===== src/rtl/wrte_pkg.sv =====
// Shared types and codes for the window record table.
// Used by wrte_ctrl, wrte_datapath and window_record_table_evict_unit; no dependencies.
`timescale 1ns / 1ps
`default_nettype none

package wrte_pkg;

    localparam logic [2:0] OP_GET          = 3'd0;
    localparam logic [2:0] OP_FIND         = 3'd1;
    localparam logic [2:0] OP_MARK_BEGUN   = 3'd2;
    localparam logic [2:0] OP_SET_VIEWPORT = 3'd3;
    localparam logic [2:0] OP_SET_OPEN     = 3'd4;

    localparam logic [2:0] ST_FOUND     = 3'd0;
    localparam logic [2:0] ST_APPENDED  = 3'd1;
    localparam logic [2:0] ST_RECLAIMED = 3'd2;
    localparam logic [2:0] ST_SCRATCH   = 3'd3;
    localparam logic [2:0] ST_NOT_FOUND = 3'd4;
    localparam logic [2:0] ST_UPDATED   = 3'd5;

    typedef enum logic [2:0] {
        S_IDLE,
        S_DECODE,
        S_LOOKUP,
        S_EVICT,
        S_WRITE,
        S_RESP
    } state_t;

    // controller to datapath
    typedef struct packed {
        logic       load_in;
        logic       scan_clear;
        logic       scan_run;
        logic       scan_evict;
        logic       sel_append;
        logic       wr_en;
        logic       wr_create;
        logic       set_res;
        logic [2:0] res_code;
        logic       resp_load;
    } cmd_t;

    // datapath to controller
    typedef struct packed {
        logic [2:0] op;
        logic       key_zero;
        logic       scan_done;
        logic       hit;
        logic       victim;
        logic       below_limit;
    } stat_t;

endpackage

`default_nettype wire


===== src/rtl/wrte_ctrl.sv =====
// Sequencer for the window record table: decode, lookup scan, reclaim scan, write, response.
// Depends on wrte_pkg.
`timescale 1ns / 1ps
`default_nettype none

module wrte_ctrl (
    input  wire logic           clk,
    input  wire logic           rst_n,
    input  wire logic           in_valid,
    output logic                in_ready,
    input  wire logic           out_free,
    input  wire wrte_pkg::stat_t stat,
    output wrte_pkg::cmd_t      cmd
);
    import wrte_pkg::*;

    state_t state_reg;
    state_t state_next;

    always_ff @(posedge clk or negedge rst_n)
    begin
        if (!rst_n)
        begin
            state_reg <= S_IDLE;
        end
        else
        begin
            state_reg <= state_next;
        end
    end

    always_comb
    begin
        state_next = state_reg;
        cmd        = '0;
        in_ready   = 1'b0;
        case (state_reg)
            S_IDLE:
            begin
                in_ready = 1'b1;
                if (in_valid)
                begin
                    cmd.load_in = 1'b1;
                    state_next  = S_DECODE;
                end
            end
            S_DECODE:
            begin
                if ((stat.op > OP_SET_OPEN) || ((stat.op != OP_GET) && stat.key_zero))
                begin
                    cmd.set_res  = 1'b1;
                    cmd.res_code = ST_NOT_FOUND;
                    state_next   = S_RESP;
                end
                else
                begin
                    cmd.scan_clear = 1'b1;
                    state_next     = S_LOOKUP;
                end
            end
            S_LOOKUP:
            begin
                cmd.scan_run = 1'b1;
                if (stat.scan_done)
                begin
                    cmd.set_res = 1'b1;
                    if (stat.hit)
                    begin
                        if ((stat.op == OP_GET) || (stat.op == OP_FIND))
                        begin
                            cmd.res_code = ST_FOUND;
                            state_next   = S_RESP;
                        end
                        else
                        begin
                            cmd.res_code = ST_UPDATED;
                            state_next   = S_WRITE;
                        end
                    end
                    else if (stat.op != OP_GET)
                    begin
                        cmd.res_code = ST_NOT_FOUND;
                        state_next   = S_RESP;
                    end
                    else if (stat.below_limit)
                    begin
                        cmd.sel_append = 1'b1;
                        cmd.res_code   = ST_APPENDED;
                        state_next     = S_WRITE;
                    end
                    else
                    begin
                        // no result yet: start the reclaim pass
                        cmd.set_res    = 1'b0;
                        cmd.scan_clear = 1'b1;
                        cmd.scan_evict = 1'b1;
                        state_next     = S_EVICT;
                    end
                end
            end
            S_EVICT:
            begin
                cmd.scan_run   = 1'b1;
                cmd.scan_evict = 1'b1;
                if (stat.scan_done)
                begin
                    cmd.set_res = 1'b1;
                    if (stat.victim)
                    begin
                        cmd.res_code = ST_RECLAIMED;
                        state_next   = S_WRITE;
                    end
                    else
                    begin
                        cmd.res_code = ST_SCRATCH;
                        state_next   = S_RESP;
                    end
                end
            end
            S_WRITE:
            begin
                cmd.wr_en     = 1'b1;
                cmd.wr_create = (stat.op == OP_GET);
                state_next    = S_RESP;
            end
            S_RESP:
            begin
                if (out_free)
                begin
                    cmd.resp_load = 1'b1;
                    state_next    = S_IDLE;
                end
            end
            default:
            begin
                state_next = S_IDLE;
            end
        endcase
    end

    ap_resp_needs_room: assert property (@(posedge clk) disable iff (!rst_n)
        cmd.resp_load |-> out_free)
        else $error("response loaded while output register occupied");

    ap_write_after_decision: assert property (@(posedge clk) disable iff (!rst_n)
        (state_reg == S_WRITE) |-> ($past(state_reg) == S_LOOKUP || $past(state_reg) == S_EVICT))
        else $error("table write without a preceding scan");

    ap_accept_then_busy: assert property (@(posedge clk) disable iff (!rst_n)
        (in_valid && in_ready) |=> !in_ready)
        else $error("second transaction accepted while one is in progress");

endmodule

`default_nettype wire


===== src/rtl/wrte_datapath.sv =====
// Datapath of the window record table: entry memory, scan pipeline, limit, result fields.
// Depends on wrte_pkg; driven by wrte_ctrl.
`timescale 1ns / 1ps
`default_nettype none

module wrte_datapath #(
    parameter int TABLE_DEPTH = 64,
    parameter int KEY_BITS    = 32,
    localparam int IDX_W      = $clog2(TABLE_DEPTH),
    localparam int CNT_W      = $clog2(TABLE_DEPTH + 1)
) (
    input  wire logic                 clk,
    input  wire logic                 rst_n,
    input  wire logic                 cfg_wr_en,
    input  wire logic [CNT_W-1:0]     cfg_wr_data,
    input  wire logic [2:0]           opcode,
    input  wire logic [KEY_BITS-1:0]  window_key,
    input  wire logic [31:0]          current_frame,
    input  wire logic [7:0]           viewport_index,
    input  wire logic                 open_request,
    input  wire wrte_pkg::cmd_t       cmd,
    output wrte_pkg::stat_t           stat,
    output logic [CNT_W-1:0]          res_slot,
    output logic [2:0]                res_status,
    output logic [7:0]                res_viewport,
    output logic                      res_open
);
    import wrte_pkg::*;

    // entry memory
    logic [KEY_BITS-1:0] key_mem    [TABLE_DEPTH];
    logic [31:0]         frame_mem  [TABLE_DEPTH];
    logic [7:0]          vp_mem     [TABLE_DEPTH];
    logic                closed_mem [TABLE_DEPTH];

    logic [KEY_BITS-1:0] rd_key_reg;
    logic [31:0]         rd_frame_reg;
    logic [7:0]          rd_vp_reg;
    logic                rd_closed_reg;

    // captured transaction
    logic [2:0]          op_reg;
    logic [KEY_BITS-1:0] key_reg;
    logic [31:0]         frame_reg;
    logic [7:0]          vp_reg;
    logic                open_reg;

    logic [CNT_W-1:0]    limit_cfg_reg;
    logic [CNT_W-1:0]    used_reg;
    logic [CNT_W-1:0]    used_next;
    logic [CNT_W-1:0]    limit_eff;

    logic [CNT_W-1:0]    scan_idx_reg;
    logic [CNT_W-1:0]    scan_idx_next;
    logic                pend_reg;
    logic                pend_next;
    logic [IDX_W-1:0]    pend_idx_reg;
    logic                hit_reg;
    logic                hit_next;
    logic                victim_reg;
    logic                victim_next;
    logic [31:0]         oldest_reg;
    logic [IDX_W-1:0]    slot_reg;
    logic [7:0]          hit_vp_reg;
    logic [31:0]         hit_frame_reg;
    logic                hit_closed_reg;
    logic [2:0]          res_code_reg;

    logic                scan_more;
    logic                issue;
    logic                match;
    logic                take;

    logic [31:0]         wr_frame;
    logic [7:0]          wr_vp;
    logic                wr_closed;

    always_comb
    begin
        if (limit_cfg_reg == '0)
        begin
            limit_eff = CNT_W'(1);
        end
        else if (limit_cfg_reg > CNT_W'(TABLE_DEPTH))
        begin
            limit_eff = CNT_W'(TABLE_DEPTH);
        end
        else
        begin
            limit_eff = limit_cfg_reg;
        end
    end

    // scan: one read issued per cycle, compared in the following cycle on the registered data
    always_comb
    begin
        scan_more = (scan_idx_reg < used_reg);
        match = cmd.scan_run && !cmd.scan_evict && pend_reg && !hit_reg
                && (rd_key_reg == key_reg);
        take  = cmd.scan_run && cmd.scan_evict && pend_reg
                && (rd_frame_reg != frame_reg) && (rd_vp_reg == 8'd0)
                && (!victim_reg || (rd_frame_reg < oldest_reg));
        issue = cmd.scan_run && scan_more
                && (cmd.scan_evict || !(hit_reg || match));

        scan_idx_next = scan_idx_reg;
        pend_next     = issue;
        hit_next      = hit_reg || match;
        victim_next   = victim_reg || take;
        if (issue)
        begin
            scan_idx_next = scan_idx_reg + CNT_W'(1);
        end
        if (cmd.scan_clear)
        begin
            scan_idx_next = '0;
            pend_next     = 1'b0;
            hit_next      = 1'b0;
            victim_next   = 1'b0;
        end

        used_next = used_reg;
        if (cmd.sel_append)
        begin
            used_next = used_reg + CNT_W'(1);
        end
    end

    always_comb
    begin
        stat.op          = op_reg;
        stat.key_zero    = (key_reg == '0);
        stat.scan_done   = hit_reg || (!pend_reg && !scan_more);
        stat.hit         = hit_reg;
        stat.victim      = victim_reg;
        stat.below_limit = (used_reg < limit_eff);
    end

    always_ff @(posedge clk or negedge rst_n)
    begin
        if (!rst_n)
        begin
            limit_cfg_reg <= CNT_W'(TABLE_DEPTH);
            used_reg      <= '0;
            scan_idx_reg  <= '0;
            pend_reg      <= 1'b0;
            hit_reg       <= 1'b0;
            victim_reg    <= 1'b0;
        end
        else
        begin
            if (cfg_wr_en)
            begin
                limit_cfg_reg <= cfg_wr_data;
            end
            used_reg     <= used_next;
            scan_idx_reg <= scan_idx_next;
            pend_reg     <= pend_next;
            hit_reg      <= hit_next;
            victim_reg   <= victim_next;
        end
    end

    always_ff @(posedge clk)
    begin
        if (cmd.load_in)
        begin
            op_reg    <= opcode;
            key_reg   <= window_key;
            frame_reg <= current_frame;
            vp_reg    <= viewport_index;
            open_reg  <= open_request;
        end
        if (issue)
        begin
            pend_idx_reg <= scan_idx_reg[IDX_W-1:0];
        end
        if (match)
        begin
            slot_reg       <= pend_idx_reg;
            hit_vp_reg     <= rd_vp_reg;
            hit_frame_reg  <= rd_frame_reg;
            hit_closed_reg <= rd_closed_reg;
        end
        else if (take)
        begin
            slot_reg   <= pend_idx_reg;
            oldest_reg <= rd_frame_reg;
        end
        else if (cmd.sel_append)
        begin
            slot_reg <= used_reg[IDX_W-1:0];
        end
        if (cmd.set_res)
        begin
            res_code_reg <= cmd.res_code;
        end
    end

    // record written back: fresh entry, or the hit entry with one field changed
    always_comb
    begin
        wr_frame  = hit_frame_reg;
        wr_vp     = hit_vp_reg;
        wr_closed = hit_closed_reg;
        if (cmd.wr_create)
        begin
            wr_frame  = 32'd0;
            wr_vp     = vp_reg;
            wr_closed = 1'b0;
        end
        else if (op_reg == OP_MARK_BEGUN)
        begin
            wr_frame = frame_reg;
        end
        else if (op_reg == OP_SET_VIEWPORT)
        begin
            wr_vp = vp_reg;
        end
        else if (op_reg == OP_SET_OPEN)
        begin
            wr_closed = !open_reg;
        end
    end

    always_ff @(posedge clk)
    begin
        if (cmd.wr_en)
        begin
            key_mem[slot_reg]    <= key_reg;
            frame_mem[slot_reg]  <= wr_frame;
            vp_mem[slot_reg]     <= wr_vp;
            closed_mem[slot_reg] <= wr_closed;
        end
    end

    always_ff @(posedge clk)
    begin
        if (issue)
        begin
            rd_key_reg    <= key_mem[scan_idx_reg[IDX_W-1:0]];
            rd_frame_reg  <= frame_mem[scan_idx_reg[IDX_W-1:0]];
            rd_vp_reg     <= vp_mem[scan_idx_reg[IDX_W-1:0]];
            rd_closed_reg <= closed_mem[scan_idx_reg[IDX_W-1:0]];
        end
    end

    always_comb
    begin
        res_status   = res_code_reg;
        res_slot     = CNT_W'(slot_reg);
        res_viewport = vp_reg;
        res_open     = 1'b1;
        case (res_code_reg)
            ST_FOUND:
            begin
                res_viewport = hit_vp_reg;
                res_open     = !hit_closed_reg;
            end
            ST_APPENDED, ST_RECLAIMED:
            begin
                res_viewport = vp_reg;
            end
            ST_SCRATCH:
            begin
                res_slot = CNT_W'(TABLE_DEPTH);
            end
            ST_UPDATED:
            begin
                res_viewport = (op_reg == OP_SET_VIEWPORT) ? vp_reg : hit_vp_reg;
                res_open     = (op_reg == OP_SET_OPEN) ? open_reg : !hit_closed_reg;
            end
            default:
            begin
                res_status   = ST_NOT_FOUND;
                res_slot     = '0;
                res_viewport = 8'd0;
            end
        endcase
    end

    ap_used_bounded: assert property (@(posedge clk) disable iff (!rst_n)
        used_reg <= CNT_W'(TABLE_DEPTH))
        else $error("used count beyond table depth");

    ap_write_in_use: assert property (@(posedge clk) disable iff (!rst_n)
        cmd.wr_en |-> (CNT_W'(slot_reg) < used_reg))
        else $error("table write outside the used entries");

    ap_append_counts: assert property (@(posedge clk) disable iff (!rst_n)
        cmd.sel_append |=> (used_reg == $past(used_reg) + CNT_W'(1)))
        else $error("append did not advance used count");

endmodule

`default_nettype wire


===== src/rtl/window_record_table_evict_unit.sv =====
// Top level of the window record table: controller, datapath and output register.
// Depends on wrte_pkg, wrte_ctrl and wrte_datapath.
`timescale 1ns / 1ps
`default_nettype none

// Keyed table of window records with least-recently-begun reclaiming. One transaction in,
// one result out. The entry memory has a single read port and is scanned one entry per
// cycle, so scan time grows with the used count: a rejected request (bad opcode, key zero
// on find/update) goes from decode straight to the response, a find or an update miss
// ends after the lookup scan, an update hit or an append also writes the table, and a get
// that has to reclaim runs a second scan over the used entries.
// The result waits in an output register, so the next transaction is taken while it is
// still pending. No clearing pass runs after reset; only appended entries are ever read.
// max_entries is written through cfg_wr_en/cfg_wr_data; 0 acts as 1 and values above
// TABLE_DEPTH act as TABLE_DEPTH.
module window_record_table_evict_unit #(
    parameter int TABLE_DEPTH = 64,
    parameter int KEY_BITS    = 32,
    localparam int CNT_W      = $clog2(TABLE_DEPTH + 1)
) (
    input  wire logic                clk,
    input  wire logic                rst_n,
    input  wire logic                cfg_wr_en,
    input  wire logic [CNT_W-1:0]    cfg_wr_data,
    input  wire logic                in_valid,
    output logic                     in_ready,
    input  wire logic [2:0]          opcode,
    input  wire logic [KEY_BITS-1:0] window_key,
    input  wire logic [31:0]         current_frame,
    input  wire logic [7:0]          viewport_index,
    input  wire logic                open_request,
    output logic                     out_valid,
    input  wire logic                out_ready,
    output logic [CNT_W-1:0]         slot_index,
    output logic [2:0]               status,
    output logic [7:0]               entry_viewport,
    output logic                     is_open
);
    import wrte_pkg::*;

    cmd_t             cmd;
    stat_t            stat;
    logic             out_free;
    logic             out_valid_reg;
    logic             out_valid_next;
    logic [CNT_W-1:0] res_slot;
    logic [2:0]       res_status;
    logic [7:0]       res_viewport;
    logic             res_open;
    logic [CNT_W-1:0] slot_reg;
    logic [2:0]       status_reg;
    logic [7:0]       viewport_reg;
    logic             open_reg;

    wrte_ctrl u_ctrl (
        .clk      (clk),
        .rst_n    (rst_n),
        .in_valid (in_valid),
        .in_ready (in_ready),
        .out_free (out_free),
        .stat     (stat),
        .cmd      (cmd)
    );

    wrte_datapath #(
        .TABLE_DEPTH (TABLE_DEPTH),
        .KEY_BITS    (KEY_BITS)
    ) u_datapath (
        .clk            (clk),
        .rst_n          (rst_n),
        .cfg_wr_en      (cfg_wr_en),
        .cfg_wr_data    (cfg_wr_data),
        .opcode         (opcode),
        .window_key     (window_key),
        .current_frame  (current_frame),
        .viewport_index (viewport_index),
        .open_request   (open_request),
        .cmd            (cmd),
        .stat           (stat),
        .res_slot       (res_slot),
        .res_status     (res_status),
        .res_viewport   (res_viewport),
        .res_open       (res_open)
    );

    // output register
    always_comb
    begin
        out_free       = !out_valid_reg || out_ready;
        out_valid_next = out_valid_reg && !out_ready;
        if (cmd.resp_load)
        begin
            out_valid_next = 1'b1;
        end
    end

    always_ff @(posedge clk or negedge rst_n)
    begin
        if (!rst_n)
        begin
            out_valid_reg <= 1'b0;
        end
        else
        begin
            out_valid_reg <= out_valid_next;
        end
    end

    always_ff @(posedge clk)
    begin
        if (cmd.resp_load)
        begin
            slot_reg     <= res_slot;
            status_reg   <= res_status;
            viewport_reg <= res_viewport;
            open_reg     <= res_open;
        end
    end

    assign out_valid      = out_valid_reg;
    assign slot_index     = slot_reg;
    assign status         = status_reg;
    assign entry_viewport = viewport_reg;
    assign is_open        = open_reg;

endmodule

`default_nettype wire


===== config.mk =====
export PLATFORM = sky130hd
export DESIGN_NAME = window_record_table_evict_unit
export DESIGN_NICKNAME = d
export VERILOG_FILES = /design/src/rtl/wrte_pkg.sv /design/src/rtl/wrte_ctrl.sv /design/src/rtl/wrte_datapath.sv /design/src/rtl/window_record_table_evict_unit.sv
export SDC_FILE = /design/constraint.sdc
export NUM_CORES = 2
export LEC_CHECK = 0
export BUFFER_PORTS_ARGS = -buffer_cell sky130_fd_sc_hd__buf_4
export CAP_MARGIN = 20
export CORE_MARGIN = 2
export CORE_UTILIZATION = 55
export CTS_CLUSTER_DIAMETER = 200
export CTS_CLUSTER_SIZE = 16
export DETAILED_ROUTE_END_ITERATION = 12
export PLACE_DENSITY_LB_ADDON = 0.08
export SETUP_SLACK_MARGIN = 0.4
export SLEW_MARGIN = 20
export SYNTH_ARGS = -nofsm -noshare
export SYNTH_HDL_FRONTEND = slang
export SYNTH_MEMORY_MAX_BITS = 65536
export SYNTH_SLANG_ARGS = --single-unit
export TNS_END_PERCENT = 5

===== constraint.sdc =====
create_clock -name clk -period 6.5 [get_ports clk]
set_clock_uncertainty 0.15 [all_clocks]
set_input_delay 0.975 -clock clk [delete_from_list [all_inputs] [get_ports clk]]
set_output_delay 0.975 -clock clk [all_outputs]
set_load 0.01 [all_outputs]

==> results.toml <==
[floorplanning]
dieArea_um2 = 348000
num_rows = 215
die_w_um = 590
initial_core_util_pct = 55.2
core_um2 = 342000
die_h_um = 590
ios = 109

[setup_path]
cp_max_fo = 66
worstSetupStartpointType = "flop"
arrival_ns = 5.32
cp-end-kind = "flop"
critPathRequiredTime_ns = 6.96
crit_type = "flop to flop"

[grt]
grt_pass1_vias = 86442
grt_max_degree = 136
grt_antenna_before_repair = 16
grt.total_usage_pct = 30.1
grt_pass1_wl_um = 712000
overflow = 0

[cts]
insertion_delay_ns = 0.98
cts_resized = 0
cts_sinks = 4956
ctsRootBufferMaster = "clkbuf_16"
clkSlewWorstSetupHoldPaths_ns = 0.07
cts_tree = "done"
cts_buffer_depth = 4
htreeDepth = 5
numCtsBuffers = 347

[final_layout]
final_cell_area_um2 = 208000
syn_to_final_growth_pct = 10.2
reg_top3 = "u_datapath.frame_mem (2048), u_datapath.key_mem (2048), u_datapath.vp_mem (512)"
n_fill_cell = 23101
num-nets-final = 8059
drive_gt1_share_pct = 30.9

[sta]
holdWs_ns = 0.0778
fmax_ghz = 0.206
relSlewSlack_pct = 20.4
worst_pin_slew_ns = 1.19
slew_viol_final = 0
setup_viol = 0
hold_viol_final = 0
period_share_pct = 74.8
min_period_ns = 4.86
rsz0062_at_grt = "false"
setup_tns_ns = 0

[power]
pwr_density_cell_nw_per_um2 = 329
leakagePower_nw = 61.4
power_mw = 68.3
irDropWorstVdd_uv = 328

[placement]
gp_congestion = 0.809
portBuffers = 108
post_dp_cell_area_um2 = 198000
place_hpwl_um = 264000

[drt]
ant_nets = 0
route.vias.total = 87600
routed_wirelength_um = 520000
wire_per_inst_um = 41.4
dr.first_iter.drc_count = 13611
viasPerCell = 6.98
drc = 0
dr.pass1.iters = 8

[yosys]
yosysSeqAreaShare_pct = 78.8
ys.flop_type = "edfxtp_1"
synth.avg_cell_area_um2 = 25.2
syn_area_um2 = 189000
async_flop_share_pct = 0.565
syn-num-nets = 7628
ys_ff_latch = 4956
synth_edf_count = 4928
ys_types = 59
yosysWarnings = 0
synthCells = 7495

[hold_path]
min_path_type = "primary input to flop"

[status]
outcome = "completed"

[run]
drv_cap = 0
## synthesized netlist by cell type (all sizes together) (6+ instances only)
cell | n | area (um2)
mux4 | 1533 | 34500
nand2 | 99 | 372
mux2 | 22 | 248
a22oi | 8 | 60.1
dfrtp | 27 | 676
a21oi | 45 | 225
ha | 45 | 563
a22o | 10 | 87.6
nand4 | 27 | 169
o21ai | 31 | 155
xnor2 | 69 | 604
inv | 45 | 169
nand3 | 13 | 65.1
nor4 | 13 | 81.3
a211oi | 9 | 67.6
clkbuf | 229 | 860
buf | 148 | 739
nor2 | 88 | 330
and3 | 8 | 50.1
nor3 | 14 | 70.1
nand2b | 6 | 37.5
and2 | 9 | 56.3
nor2b | 8 | 50.1
nand4b | 6 | 52.6
edfxtp | 4928 | 148000
## through the flow
step                      setup WS (ns)  util [%]  instances
final                              1.64      60.8      12555
after global routing               1.65      60.8      12552
after CTS                          1.71      60.8      12547
after detailed placement           1.75      57.9      12087
after global placement             1.69      57.8      12070
after floorplan                    1.12         -       7495
## final timing paths
kind,start,to,slack (ns),depth (start not counted)
hold reg to reg,u_datapath.rd_vp_reg[2],u_datapath.hit_vp_reg[2],0.30,0
setup / recovery,u_datapath.key_reg[30],u_datapath.hit_frame_reg[11],1.64,7
setup reg to reg,u_datapath.key_reg[30],u_datapath.hit_frame_reg[11],1.64,7
hold / removal,current_frame[26],u_datapath.frame_reg[26],0.08,1
min in group asynchronous,rst_n,out_valid,0.32,2
max in group asynchronous,rst_n,u_datapath.scan_idx_reg[4],5.42,2
## cell usage in the layout, fill, tap and decap left out, types with 7 or more instances in the layout
master         instances
a211oi_1               9
a21oi_1               13
a21oi_4               32
a22o_1                10
a22oi_1                8
and2_1                 8
buf_12                79
buf_16                12
buf_4                318
clkbuf_1              38
clkbuf_16            358
dfrtp_1               21
diode_2                7
dlygate4sd3_1         46
edfxtp_1            4928
ha_1                  45
inv_1                 44
mux2_2                19
mux4_2              1533
nand2_1               99
nand3_1               12
nand4_1               27
nor2_1                25
nor2_4                62
nor3_1                13
nor4_1                12
o21ai_0               29
xnor2_1               69
## timing repair
item	4_1_cts	5_1_grt
setup buffers	0	0
hold buffers	46	0
endpoints found under the hold margin	72	0
## where the power goes
part	switching [mW]	internal [mW]
Clock	10.4	9.92
Combinational	5.64	5.62
Sequential	0.424	36.3
## worst max-delay path, cell delays in order (launching register included)
cell	delay, ns
edfxtp_1	0.36
buf_4	0.33
xnor2_1	0.81
nand4_1	0.42
nor4_1	0.37
nand4_1	0.55
inv_2	0.96
buf_4	0.44
## kinds of logic (layout without fill, tap and decap cells)
| family | after synthesis | count (layout) | share of synthesized area (%) |
|---|---|---|---|
| other cells | 0 | 7 | 0 |
| mux | 1556 | 1556 | 18.4 |
| fa+ha+maj | 45 | 45 | 0.298 |
| xor+xnor | 70 | 70 | 0.325 |
| simple gates | 310 | 310 | 0.783 |
| flops | 4956 | 4956 | 78.8 |
| compound gates | 136 | 136 | 0.463 |
| buf+inv | 422 | 918 | 0.937 |
## cell type report
class	count	area, um2	share of cell area, %
Tap cell	4557	5700	2.74
Clock inverter	18	305	0.147
Clock buffer	396	9100	4.38
Sequential cell	4956	149000	71.5
Timing Repair Buffer	459	4810	2.31
Multi-Input combinational cell	2117	39200	18.8
Inverter	45	169	0.0812
Antenna cell	7	17.5	0.00842
## metal layers
layer / vias up / GRT usage [%] / wire length, um
li1: 33173 / - / -
met1: 48974 / 43.1 / 200000
met4: 6 / 8.67 / 16100
met2: 4713 / 49.2 / 259000
met3: 734 / 4.31 / 45400
met5: - / 0 / 42
Power figures use the tool's default switching activity.
